### src/sv/sbq_pkg.sv
`timescale 1ns / 1ps

package sbq_pkg;

  localparam int SAMPLE_BITS_DEF = 10;
  localparam int SCALE_BITS      = 16;
  localparam int COEF_BITS       = 24;
  localparam int FRAC_SHIFT      = 22;
  localparam int MAXV_BITS       = 26;
  localparam int OUT_BITS        = 32;
  localparam int CFG_IDX_BITS    = 3;
  localparam int CFG_DATA_BITS   = 26;

  localparam logic [CFG_IDX_BITS-1:0] REG_SCALE_FACTOR  = 3'd0;
  localparam logic [CFG_IDX_BITS-1:0] REG_FILTER_ENABLE = 3'd1;
  localparam logic [CFG_IDX_BITS-1:0] REG_COEF_B0       = 3'd2;
  localparam logic [CFG_IDX_BITS-1:0] REG_COEF_A1       = 3'd3;
  localparam logic [CFG_IDX_BITS-1:0] REG_COEF_A2       = 3'd4;
  localparam logic [CFG_IDX_BITS-1:0] REG_MAX_VALUE     = 3'd5;

  localparam logic [SCALE_BITS-1:0] SCALE_RESET = 16'd256;
  localparam logic [MAXV_BITS-1:0]  MAXV_RESET  = 26'h3FFFFFF;

  typedef enum logic [2:0] {
    ST_IDLE,
    ST_SCALE,
    ST_SUM,
    ST_MAC,
    ST_ROUND,
    ST_DONE
  } state_t;

  typedef struct packed {
    logic load;
    logic step;
    logic msb;
  } mac_ctrl_t;

endpackage

### src/sv/sbq_mac.sv
`timescale 1ns / 1ps

module sbq_mac import sbq_pkg::*; #(
  parameter int SAMPLE_BITS = SAMPLE_BITS_DEF
) (
  input  logic                              clk,
  input  mac_ctrl_t                         ctrl,
  input  logic signed [COEF_BITS-1:0]       coef_b0,
  input  logic signed [COEF_BITS-1:0]       coef_a1,
  input  logic signed [COEF_BITS-1:0]       coef_a2,
  input  logic [SAMPLE_BITS+SCALE_BITS+1:0] x_sum,
  input  logic signed [OUT_BITS-1:0]        y1,
  input  logic signed [OUT_BITS-1:0]        y2,
  output logic signed [OUT_BITS-1:0]        y
);

  localparam int SW     = SAMPLE_BITS + SCALE_BITS + 2;
  localparam int VW     = (SW > OUT_BITS) ? SW : OUT_BITS;
  localparam int ACC_W  = VW + COEF_BITS + 2;
  localparam int QW     = ACC_W - FRAC_SHIFT;

  logic [COEF_BITS-1:0]    b0_sh;
  logic [COEF_BITS-1:0]    a1_sh;
  logic [COEF_BITS-1:0]    a2_sh;
  logic [ACC_W-1:0]        s_ext;
  logic [ACC_W-1:0]        y1_ext;
  logic [ACC_W-1:0]        y2_ext;
  logic signed [ACC_W-1:0] acc;
  logic signed [ACC_W-1:0] acc_next;
  logic signed [ACC_W-1:0] term;
  logic signed [ACC_W-1:0] rnd;
  logic signed [QW-1:0]    q;

  // horner form, coefficient bits msb first; the sign bit carries negative weight
  always_comb begin
    term = '0;
    if (b0_sh[COEF_BITS-1]) term = term + s_ext;
    if (a1_sh[COEF_BITS-1]) term = term + y1_ext;
    if (a2_sh[COEF_BITS-1]) term = term + y2_ext;
    if (ctrl.msb) begin
      acc_next = (acc <<< 1) - term;
    end else begin
      acc_next = (acc <<< 1) + term;
    end
  end

  always_ff @(posedge clk) begin
    if (ctrl.load) begin
      b0_sh  <= coef_b0;
      a1_sh  <= coef_a1;
      a2_sh  <= coef_a2;
      s_ext  <= ACC_W'(x_sum);
      y1_ext <= {{(ACC_W-OUT_BITS){y1[OUT_BITS-1]}}, y1};
      y2_ext <= {{(ACC_W-OUT_BITS){y2[OUT_BITS-1]}}, y2};
      acc    <= '0;
    end else if (ctrl.step) begin
      b0_sh <= b0_sh << 1;
      a1_sh <= a1_sh << 1;
      a2_sh <= a2_sh << 1;
      acc   <= acc_next;
    end
  end

  // round half up, floor shift, then clamp to 32 bits
  always_comb begin
    rnd = acc + (ACC_W'(1) << (FRAC_SHIFT - 1));
    q   = QW'(rnd >>> FRAC_SHIFT);
    if (!q[QW-1] && (q[QW-2:OUT_BITS-1] != '0)) begin
      y = {1'b0, {(OUT_BITS-1){1'b1}}};
    end else if (q[QW-1] && (q[QW-2:OUT_BITS-1] != '1)) begin
      y = {1'b1, {(OUT_BITS-1){1'b0}}};
    end else begin
      y = q[OUT_BITS-1:0];
    end
  end

endmodule

### src/sv/scaled_sample_biquad_lowpass.sv
`timescale 1ns / 1ps
// scaled sample biquad low-pass
// input channel: in_valid/in_ready with one sample per transaction
// output channel: out_valid/out_ready with filtered_value and over_limit
// config channel: cfg_valid/cfg_ready, cfg_index selects the register,
//   cfg_data holds the value; cfg_ready is always high, unknown indexes are dropped
// the sample is scaled by a bit-serial shift-add, one sample bit per cycle,
// then the biquad sum runs bit-serially over the 24 coefficient bits, one bit
// of all three coefficients per cycle; bypass mode skips the coefficient steps
// one item is in work at a time, so a new sample is taken only after the
// last one has reached the output register
// a finished result sits in the output register; the next sample is taken
// while it waits, and the datapath holds its result if the register is
// still full when the next one is done
// reset clears the histories, the config registers to their defaults and
// drops any transaction in work
module scaled_sample_biquad_lowpass import sbq_pkg::*; #(
  parameter int SAMPLE_BITS = SAMPLE_BITS_DEF
) (
  input  logic                       clk,
  input  logic                       rst,
  input  logic                       in_valid,
  output logic                       in_ready,
  input  logic [SAMPLE_BITS-1:0]     sample,
  output logic                       out_valid,
  input  logic                       out_ready,
  output logic signed [OUT_BITS-1:0] filtered_value,
  output logic                       over_limit,
  input  logic                       cfg_valid,
  output logic                       cfg_ready,
  input  logic [CFG_IDX_BITS-1:0]    cfg_index,
  input  logic [CFG_DATA_BITS-1:0]   cfg_data
);

  localparam int XW    = SAMPLE_BITS + SCALE_BITS;
  localparam int SW    = XW + 2;
  localparam int CNT_N = (SAMPLE_BITS > COEF_BITS) ? SAMPLE_BITS : COEF_BITS;
  localparam int CNT_W = $clog2(CNT_N);

  state_t state;
  state_t state_next;

  logic [SCALE_BITS-1:0]       scale_factor;
  logic                        filter_enable;
  logic signed [COEF_BITS-1:0] coef_b0;
  logic signed [COEF_BITS-1:0] coef_a1;
  logic signed [COEF_BITS-1:0] coef_a2;
  logic [MAXV_BITS-1:0]        max_value;

  logic [XW-1:0]               x1;
  logic [XW-1:0]               x2;
  logic signed [OUT_BITS-1:0]  y1;
  logic signed [OUT_BITS-1:0]  y2;

  logic [SAMPLE_BITS-1:0]      sample_sh;
  logic [XW-1:0]               x;
  logic [SW-1:0]               x_sum;
  logic [CNT_W-1:0]            cnt;
  logic signed [OUT_BITS-1:0]  res_y;
  logic                        res_over;
  logic [OUT_BITS:0]           x_wide;
  logic signed [OUT_BITS-1:0]  x_sat;
  logic signed [OUT_BITS-1:0]  mac_y;
  mac_ctrl_t                   mac_ctrl;

  assign cfg_ready = 1'b1;

  always_ff @(posedge clk) begin
    if (rst) begin
      scale_factor  <= SCALE_RESET;
      filter_enable <= 1'b0;
      coef_b0       <= '0;
      coef_a1       <= '0;
      coef_a2       <= '0;
      max_value     <= MAXV_RESET;
    end else if (cfg_valid && cfg_ready) begin
      case (cfg_index)
        REG_SCALE_FACTOR:  scale_factor  <= cfg_data[SCALE_BITS-1:0];
        REG_FILTER_ENABLE: filter_enable <= cfg_data[0];
        REG_COEF_B0:       coef_b0       <= cfg_data[COEF_BITS-1:0];
        REG_COEF_A1:       coef_a1       <= cfg_data[COEF_BITS-1:0];
        REG_COEF_A2:       coef_a2       <= cfg_data[COEF_BITS-1:0];
        REG_MAX_VALUE:     max_value     <= cfg_data[MAXV_BITS-1:0];
        default: ;
      endcase
    end
  end

  always_ff @(posedge clk) begin
    if (rst) begin
      state <= ST_IDLE;
    end else begin
      state <= state_next;
    end
  end

  always_comb begin
    state_next = state;
    in_ready   = 1'b0;
    mac_ctrl   = '0;
    case (state)
      ST_IDLE: begin
        in_ready = 1'b1;
        if (in_valid) state_next = ST_SCALE;
      end
      ST_SCALE: begin
        if (cnt == CNT_W'(SAMPLE_BITS - 1)) state_next = ST_SUM;
      end
      ST_SUM: begin
        if (filter_enable) begin
          mac_ctrl.load = 1'b1;
          state_next    = ST_MAC;
        end else begin
          state_next = ST_DONE;
        end
      end
      ST_MAC: begin
        mac_ctrl.step = 1'b1;
        mac_ctrl.msb  = (cnt == '0);
        if (cnt == CNT_W'(COEF_BITS - 1)) state_next = ST_ROUND;
      end
      ST_ROUND: begin
        state_next = ST_DONE;
      end
      ST_DONE: begin
        if (!out_valid || out_ready) state_next = ST_IDLE;
      end
      default: state_next = ST_IDLE;
    endcase
  end

  always_ff @(posedge clk) begin
    if (rst) begin
      cnt <= '0;
    end else if (state == ST_SCALE || state == ST_MAC) begin
      if (state_next != state) begin
        cnt <= '0;
      end else begin
        cnt <= cnt + 1'b1;
      end
    end else begin
      cnt <= '0;
    end
  end

  assign x_wide = (OUT_BITS + 1)'(x);
  assign x_sat  = (x_wide > {2'b00, {(OUT_BITS-1){1'b1}}}) ?
                  {1'b0, {(OUT_BITS-1){1'b1}}} : x_wide[OUT_BITS-1:0];

  // shift-add scaling, sample msb first, and capture of the result and over-limit flag
  always_ff @(posedge clk) begin
    case (state)
      ST_IDLE: begin
        sample_sh <= sample;
        x         <= '0;
      end
      ST_SCALE: begin
        sample_sh <= sample_sh << 1;
        x         <= (x << 1) + (sample_sh[SAMPLE_BITS-1] ? XW'(scale_factor) : XW'(0));
      end
      ST_SUM: begin
        res_over <= ((OUT_BITS + 1)'(x) > (OUT_BITS + 1)'(max_value));
        res_y    <= x_sat;
      end
      ST_ROUND: begin
        res_y <= mac_y;
      end
      default: ;
    endcase
  end

  assign x_sum = SW'(x) + {1'b0, x1, 1'b0} + SW'(x2);

  always_ff @(posedge clk) begin
    if (rst) begin
      x1 <= '0;
      x2 <= '0;
      y1 <= '0;
      y2 <= '0;
    end else if (state == ST_ROUND) begin
      x2 <= x1;
      x1 <= x;
      y2 <= y1;
      y1 <= mac_y;
    end
  end

  always_ff @(posedge clk) begin
    if (rst) begin
      out_valid <= 1'b0;
    end else if (state == ST_DONE && (!out_valid || out_ready)) begin
      out_valid <= 1'b1;
    end else if (out_ready) begin
      out_valid <= 1'b0;
    end
  end

  always_ff @(posedge clk) begin
    if (state == ST_DONE && (!out_valid || out_ready)) begin
      filtered_value <= res_y;
      over_limit     <= res_over;
    end
  end

  sbq_mac #(
    .SAMPLE_BITS(SAMPLE_BITS)
  ) u_mac (
    .clk     (clk),
    .ctrl    (mac_ctrl),
    .coef_b0 (coef_b0),
    .coef_a1 (coef_a1),
    .coef_a2 (coef_a2),
    .x_sum   (x_sum),
    .y1      (y1),
    .y2      (y2),
    .y       (mac_y)
  );

endmodule
### config.mk
export PLATFORM = sky130hd
export DESIGN_NAME = scaled_sample_biquad_lowpass
export DESIGN_NICKNAME = d
export VERILOG_FILES = /design/src/sv/sbq_pkg.sv /design/src/sv/sbq_mac.sv /design/src/sv/scaled_sample_biquad_lowpass.sv
export SDC_FILE = /design/constraint.sdc
export NUM_CORES = 2
export LEC_CHECK = 0
export ABC_AREA = 1
export CAP_MARGIN = 15
export CELL_PAD_IN_SITES_DETAIL_PLACEMENT = 2
export CELL_PAD_IN_SITES_GLOBAL_PLACEMENT = 2
export CORE_MARGIN = 2
export CORE_UTILIZATION = 40
export DETAILED_ROUTE_END_ITERATION = 8
export DONT_BUFFER_PORTS = 1
export PLACE_DENSITY_LB_ADDON = 0.1
export SLEW_MARGIN = 20
export SYNTH_ARGS = -nofsm -noshare
export SYNTH_HDL_FRONTEND = slang
export SYNTH_HIERARCHICAL = 1
export SYNTH_SLANG_ARGS = --single-unit
### constraint.sdc
create_clock -name clk -period 15.6 [get_ports clk]
set_input_delay 0.78 -clock clk [delete_from_list [all_inputs] [get_ports clk]]
set_output_delay 0.78 -clock clk [all_outputs]
set_load 0.005 [all_outputs]
**After elaboration in Yosys (flattened, before gate mapping)**

Index checks and enable logic that the tools add are counted.

- Add/subtract/negate cells: 9
- Muxes and demuxes: 29
- Bitwise logic cells: 1
- $lt $le $gt $ge: 2
- Eq/ne operators: 14
- Reduce and logical (&&, ||, !) cells: 22

Operator list:

| kind | number |
|---|---|
| 58-bit 2-to-1 mux | 3 |
| 24-bit 2-to-1 mux | 6 |
| 58-bit adder | 2 |
| 32-bit 2-to-1 mux | 2 |
| 32-bit one-hot mux with 2 select lines | 1 |
| 58-bit by 23-bit adder with 58-bit output, second input constant | 1 |
| 58-bit subtractor | 1 |
| 26-bit one-hot mux with 2 select lines | 1 |
| 29-bit by 32-bit adder with 33-bit output | 1 |
| 26-bit by 31-bit greater-than comparator with 1-bit output, second input constant | 1 |
| 31-bit 2-to-1 mux | 1 |
| 26-bit by 27-bit adder with 28-bit output | 1 |
| 28-bit by 26-bit adder with 28-bit output | 1 |
| 28-bit 2-to-1 mux | 1 |
| 26-bit by 16-bit adder with 26-bit output | 1 |
| 26-bit greater-than comparator | 1 |
| 10-bit one-hot mux with 2 select lines | 1 |
| 3-bit one-hot mux with 6 select lines | 1 |
| 16-bit 2-to-1 mux | 1 |
| 3-bit 2-to-1 mux | 5 |
| 3-bit by 2-bit equality test with 1-bit output, second input constant | 4 |
| 3-bit equality test, second input constant | 4 |
| 2-bit AND reduction | 6 |
| 2-bit nonzero test | 4 |
| 16 further kinds | 26 |

- Word-level logic and storage cells: 103
- Bits of input ports: 44
- Register bits after elaboration: 564

**Depth between registers and ports, before layout**

- Depth in word-level cells: 7
- Gate-level depth with buffers: 52
- Mapped depth without buffers: 49

**By module**

Netlist, hierarchy kept.

Modules (own cells, without submodules):

| module | times used | area an instance (µm²) | cells an instance |
|---|---|---|---|
| sbq_mac | 1 | 22639.2 | 3633 |
| scaled_sample_biquad_lowpass | 1 | 16286.9 | 2040 |

**Worst setup path after synthesis**

OpenSTA, ideal clock, no wires.

- Path kind: flip-flop to flip-flop
- Start point: reg state[1]
- End point: reg u_mac.a1_sh[0] (enable)
- Clock period less this slack: 6.980 ns
- Data arrival time: 6.550 ns
- Stages on the path, launching flop included: 8
- Setup time: 0.430 ns
- Setup slack: 8.620 ns
- Buffers on the path: 1
- Path through: dfxtp_1 inv_2 nor2_1 nand2_1 nor2_1 clkbuf_1 nor2_1 inv_1

RTL lines:

| item | RTL line | RTL |
|---|---|---|
| start, declared | scaled_sample_biquad_lowpass.sv:40 | `state_t state;` |
| start signal, assigned | scaled_sample_biquad_lowpass.sv:93 | `state <= state_next;` |
| end signal, assigned | sbq_mac.sv:50 | `a1_sh <= coef_a1;` |
| end signal, assigned | sbq_mac.sv:58 | `a1_sh <= a1_sh << 1;` |
| end, declared | sbq_mac.sv:23 | `logic [COEF_BITS-1:0] a1_sh;` |

**Worst setup path in the final report**

- Start point: reg u_mac.b0_sh[23]
- End point: reg u_mac.acc[55]

- Longest elaborated chain between the ends: 7

Ends and longest elaborated chain:

| item | RTL line | RTL |
|---|---|---|
| start, declared | sbq_mac.sv:22 | `logic [COEF_BITS-1:0] b0_sh;` |
| start signal, assigned | sbq_mac.sv:49 | `b0_sh <= coef_b0;` |
| start signal, assigned | sbq_mac.sv:57 | `b0_sh <= b0_sh << 1;` |
| 28-bit 2-to-1 mux (*) | sbq_mac.sv:37 | `if (b0_sh[COEF_BITS-1]) term = term + s_ext;` |
| 29-bit by 32-bit adder with 33-bit output | sbq_mac.sv:38 | `if (a1_sh[COEF_BITS-1]) term = term + y1_ext;` |
| 58-bit 2-to-1 mux (*) | sbq_mac.sv:38 |  |
| 58-bit adder | sbq_mac.sv:39 | `if (a2_sh[COEF_BITS-1]) term = term + y2_ext;` |
| 58-bit 2-to-1 mux (*) | sbq_mac.sv:39 |  |
| 58-bit adder / 58-bit subtractor (equally long branches) | sbq_mac.sv:43, sbq_mac.sv:41 |  |
| 58-bit 2-to-1 mux (*) | sbq_mac.sv:40 | `if (ctrl.msb) begin` |
| end signal, assigned | sbq_mac.sv:60 | `acc <= acc_next;` |
| end, declared | sbq_mac.sv:28 | `logic signed [ACC_W-1:0] acc;` |

Mark *: on every way between the ends. The rest lies on a longest branch, timed or not.
A chain may end at the register's enable or synchronous reset.

==> summary.md <==
| Metric | Value |
|---|---|
| Status | `completed` |
| Clock root cell | `clkbuf_16` |
| Slew HR | `27.2%` |
| Ys async rst share | `0%` |
| GR met1 Demand/Resource | `41.8%` |
| Main area contributors after synthesis | `edfxtp_1, dfxtp_1, nand2_1` |
| Layout Skew | `0.0453 ns` |
| Final Cell Area | `0.0424 sq mm` |
| # diodes | `0` |
| Final period util | `52.2%` |
| Met2 Track Usage GR | `63.5%` |
| Initial DRC Count | `2234` |
| Worst-Margin Slew | `1.09 ns` |
| Reg2Reg Depth | `42` |
| Post-CTS sizing | `0` |
| Hold depth | `1` |
| Startpoint types | `flip-flop` |
| Share of cells above drive strength 1 | `3.98%` |
| Max-cap violations | `0` |
| Main synth FF type | `dfxtp_1` |
| Cell taking the most area after synthesis | `edfxtp_1` |
| Clock Tree Buf Depth | `3` |
| GR Layer Usage met3 | `4.56%` |
| Reg2reg setup slack | `7.46 ns` |
| Final Setup Violations | `0` |
| HP Class | `primary input to flip-flop` |
| Via count | `39.6k` |
| Hold_sp | `rst` |
| Worst skew pair latency | `0.67 ns` |
| CP peak stage delay | `0.85 ns` |
| Seq/Total Area, Yosys | `35.8%` |
| Synthesized Nets | `5983` |
| R2r startpoint | `u_mac/b0_sh[23]` |
| RSZ-0062 raised after global routing | `false` |
| Io pins | `80` |
| Vias per cell | `5.71` |
| CP arrival | `8.69 ns` |
| Gr usage total | `36.0%` |
| Antenna Violating Nets Remaining | `0` |
| PD cells | `81.7 mW/mm^2` |
| Hold Vio Cnt, Final | `0` |
| Distinct cells, synth | `55` |
| Die area | `0.0998 sq mm` |
| Placed Instance Area | `0.0400 sq mm` |
| #FFs+latches synth | `564` |
| Minimum clock period | `8.14 ns` |
| TritonCTS clock tree | `done` |
| Core area | `0.0966 sq mm` |
| Most common cell on crit path | `nand2_1` |
| Max Fanout on Critical Path | `38` |
| Crit path kind | `flip-flop to flip-flop` |
| Reg clk slew, reported paths | `0.06 ns` |
| CP endpoint kind | `flip-flop` |
| Slew Limit Fails | `0` |
| Area Overhead vs Synth | `8.89%` |
| Leakage | `19.6 nW` |
| Setup_tns | `0 ns` |
| Vias in the first global route | `42.6k` |
| I/O Buffers | `0` |
| Average size of a mapped cell | `6.86 sq um` |
| Post-synth top area share | `20.5%` |
| CTS buffer count | `70` |
| IR drop worst, VDD | `0.138 mV` |
| HPWL Detailed | `139000 microns` |
| Die Wd | `316 microns` |
| Crit. Startpoint | `u_mac/b0_sh[23]` |
| Fillers | `11.5k` |
| Initial antenna violation count | `3` |
| Sink Count | `564` |
| Slowest CP cell | `nor3_1` |
| H-tree Lvls | `3` |
| Syn Inst Count | `5673` |
| Global route overflow | `0` |
| Peak Freq | `0.123 GHz` |
| Req. time, crit path | `16.15 ns` |
| TritonRoute pass-1 iters | `5` |
| NumNets Final | `5911` |
| Final wirelength | `186000 microns` |
| Ys Warns | `6` |
| Post-DR wirelength/cell | `26.9 microns` |
| Drc violations | `0` |
| Num rows | `114` |
| Final Util | `43.9%` |
| Post-cts hold buffer count | `0` |
| Die height | `316 microns` |
| GRT busiest layer | `met2` |
| Largest net degree at the start of global routing | `83` |
| Post-CTS setup buffer count | `0` |
| Number of enable flip-flop cells after synthesis | `266` |
| Initial Util | `40.3%` |
| RePlAce Congestion | `0.987` |
| Mapped Area | `0.0389 sq mm` |
| First-pass GRT wire length | `269000 microns` |
==> worst max-delay path, delay by kind of cell, from the launching register on <==
family	cells	cell delay (ns)
simple gates	25	4.06
fa+ha+maj	4	1.41
compound gates	5	1.23
buf+inv	7	0.71
flops	1	0.39
xor+xnor	1	0.21
==> cell usage after synthesis (all sizes together), types with 3 or more instances <==
library cell / instances
a21boi: 5
a21o: 17
a21oi: 418
a31oi: 25
and2: 6
and3: 4
buf: 60
clkbuf: 118
clkinv: 3
dfxtp: 298
edfxtp: 266
fa: 31
ha: 235
inv: 742
nand2: 1544
nand3: 275
nand3b: 9
nand4: 52
nor2: 769
nor3: 71
nor4: 14
o211ai: 36
o21a: 12
o21ai: 495
o21bai: 28
o22ai: 3
o31ai: 3
or2: 13
xnor2: 24
xor2: 90
==> path summary, 6_finish.rpt <==
kind / endpoint
max: u_mac/acc[55]
max reg2reg: u_mac/acc[55]
min reg2reg: filtered_value[21]
min: filter_enable
==> flip-flops by register name (all words and copies together) (netlist names), 26 cells and up <==
| signal | count |
|---|---|
| filtered_value | 32 |
| u_mac/y2_ext | 32 |
| res_y | 32 |
| y2 | 32 |
| u_mac/acc | 58 |
| u_mac/s_ext | 28 |
| x2 | 26 |
| x1 | 26 |
| u_mac/y1_ext | 32 |
| x | 26 |
| y1 | 32 |
| max_value | 26 |
==> layer usage <==
metal	vias up	wire, microns
met5	-	0
li1	18200	-
met2	1017	91100
met4	0	13000
met3	445	8070
met1	20000	74100
==> layout make-up <==
class | count | area [sq um] | share of cell area [%]
Tap cell | 1276 | 1600 | 3.77
Sequential cell | 564 | 14000 | 32.9
Inverter | 745 | 2800 | 6.62
Timing Repair Buffer | 34 | 303 | 0.714
Clock buffer | 94 | 1900 | 4.49
Multi-Input combinational cell | 4186 | 21400 | 50.5
Clock inverter | 36 | 417 | 0.983
==> cells in the final DEF, fill, tap and decap left out, types with 6 or more instances in the layout <==
cell       synthesis  layout
nand2_1         1523    1523
nor2_1           749     745
inv_1            730     728
o21ai_0          466     466
a21oi_1          417     417
dfxtp_1          298     298
nand3_1          269     268
edfxtp_1         266     266
ha_1             235     235
xor2_1            90      90
clkbuf_16          0      71
nor3_1            64      64
nand4_1           52      52
o211ai_1          36      36
fa_1              31      31
buf_4             13      31
o21ai_1           29      29
o21bai_1          28      28
a31oi_1           25      25
xnor2_1           24      24
nand2_2           20      20
clkbuf_1         116      19
nor2_2            16      17
a21o_1            17      17
clkinv_2           0      14
nor4_1            14      13
inv_2             12      12
o21a_1            12      12
or2_2             10      10
nand3b_1           9       9
clkinv_1           3       9
nor2_4             4       7
nand3_2            5       6
==> cells by family (layout without fill, tap and decap cells) <==
family	count (synthesis)	after routing	share of synthesized area, %
and+or+nand+nor	2759	2759	28.9
other	1	1	0.00963
DFF	564	564	35.8
xor gates and xnor gates	114	114	2.57
adders and majority gates	266	266	9.15
AOI/OAI and AO/OA	1046	1046	14.2
buffers and inverters	923	909	9.25
==> stage by stage <==
| stage | setup slack [ns] | hold WS, ns | total power, W | std cells |
|---|---|---|---|---|
| floorplan | 8.62 | 0.400 | 0.00171 | 5673 |
| global placement | 7.86 | 0.403 | 0.00177 | 6802 |
| finish | 7.46 | 0.182 | 0.00346 | 6935 |
| global route | 6.85 | 0.164 | 0.00355 | 6935 |
| CTS | 7.51 | 0.150 | 0.00347 | 6932 |
| detailed placement | 7.66 | 0.407 | 0.00178 | 6802 |
==> where the power goes <==
part | internal (W) | switching (W) | total [W]
logic | 0.0000455 | 0.000120 | 0.000165
registers | 0.00157 | 0.0000352 | 0.00160
clock network | 0.000944 | 0.000749 | 0.00169
total | 0.00256 | 0.000904 | 0.00346
Note: power is estimated with default switching activity, not from simulation.
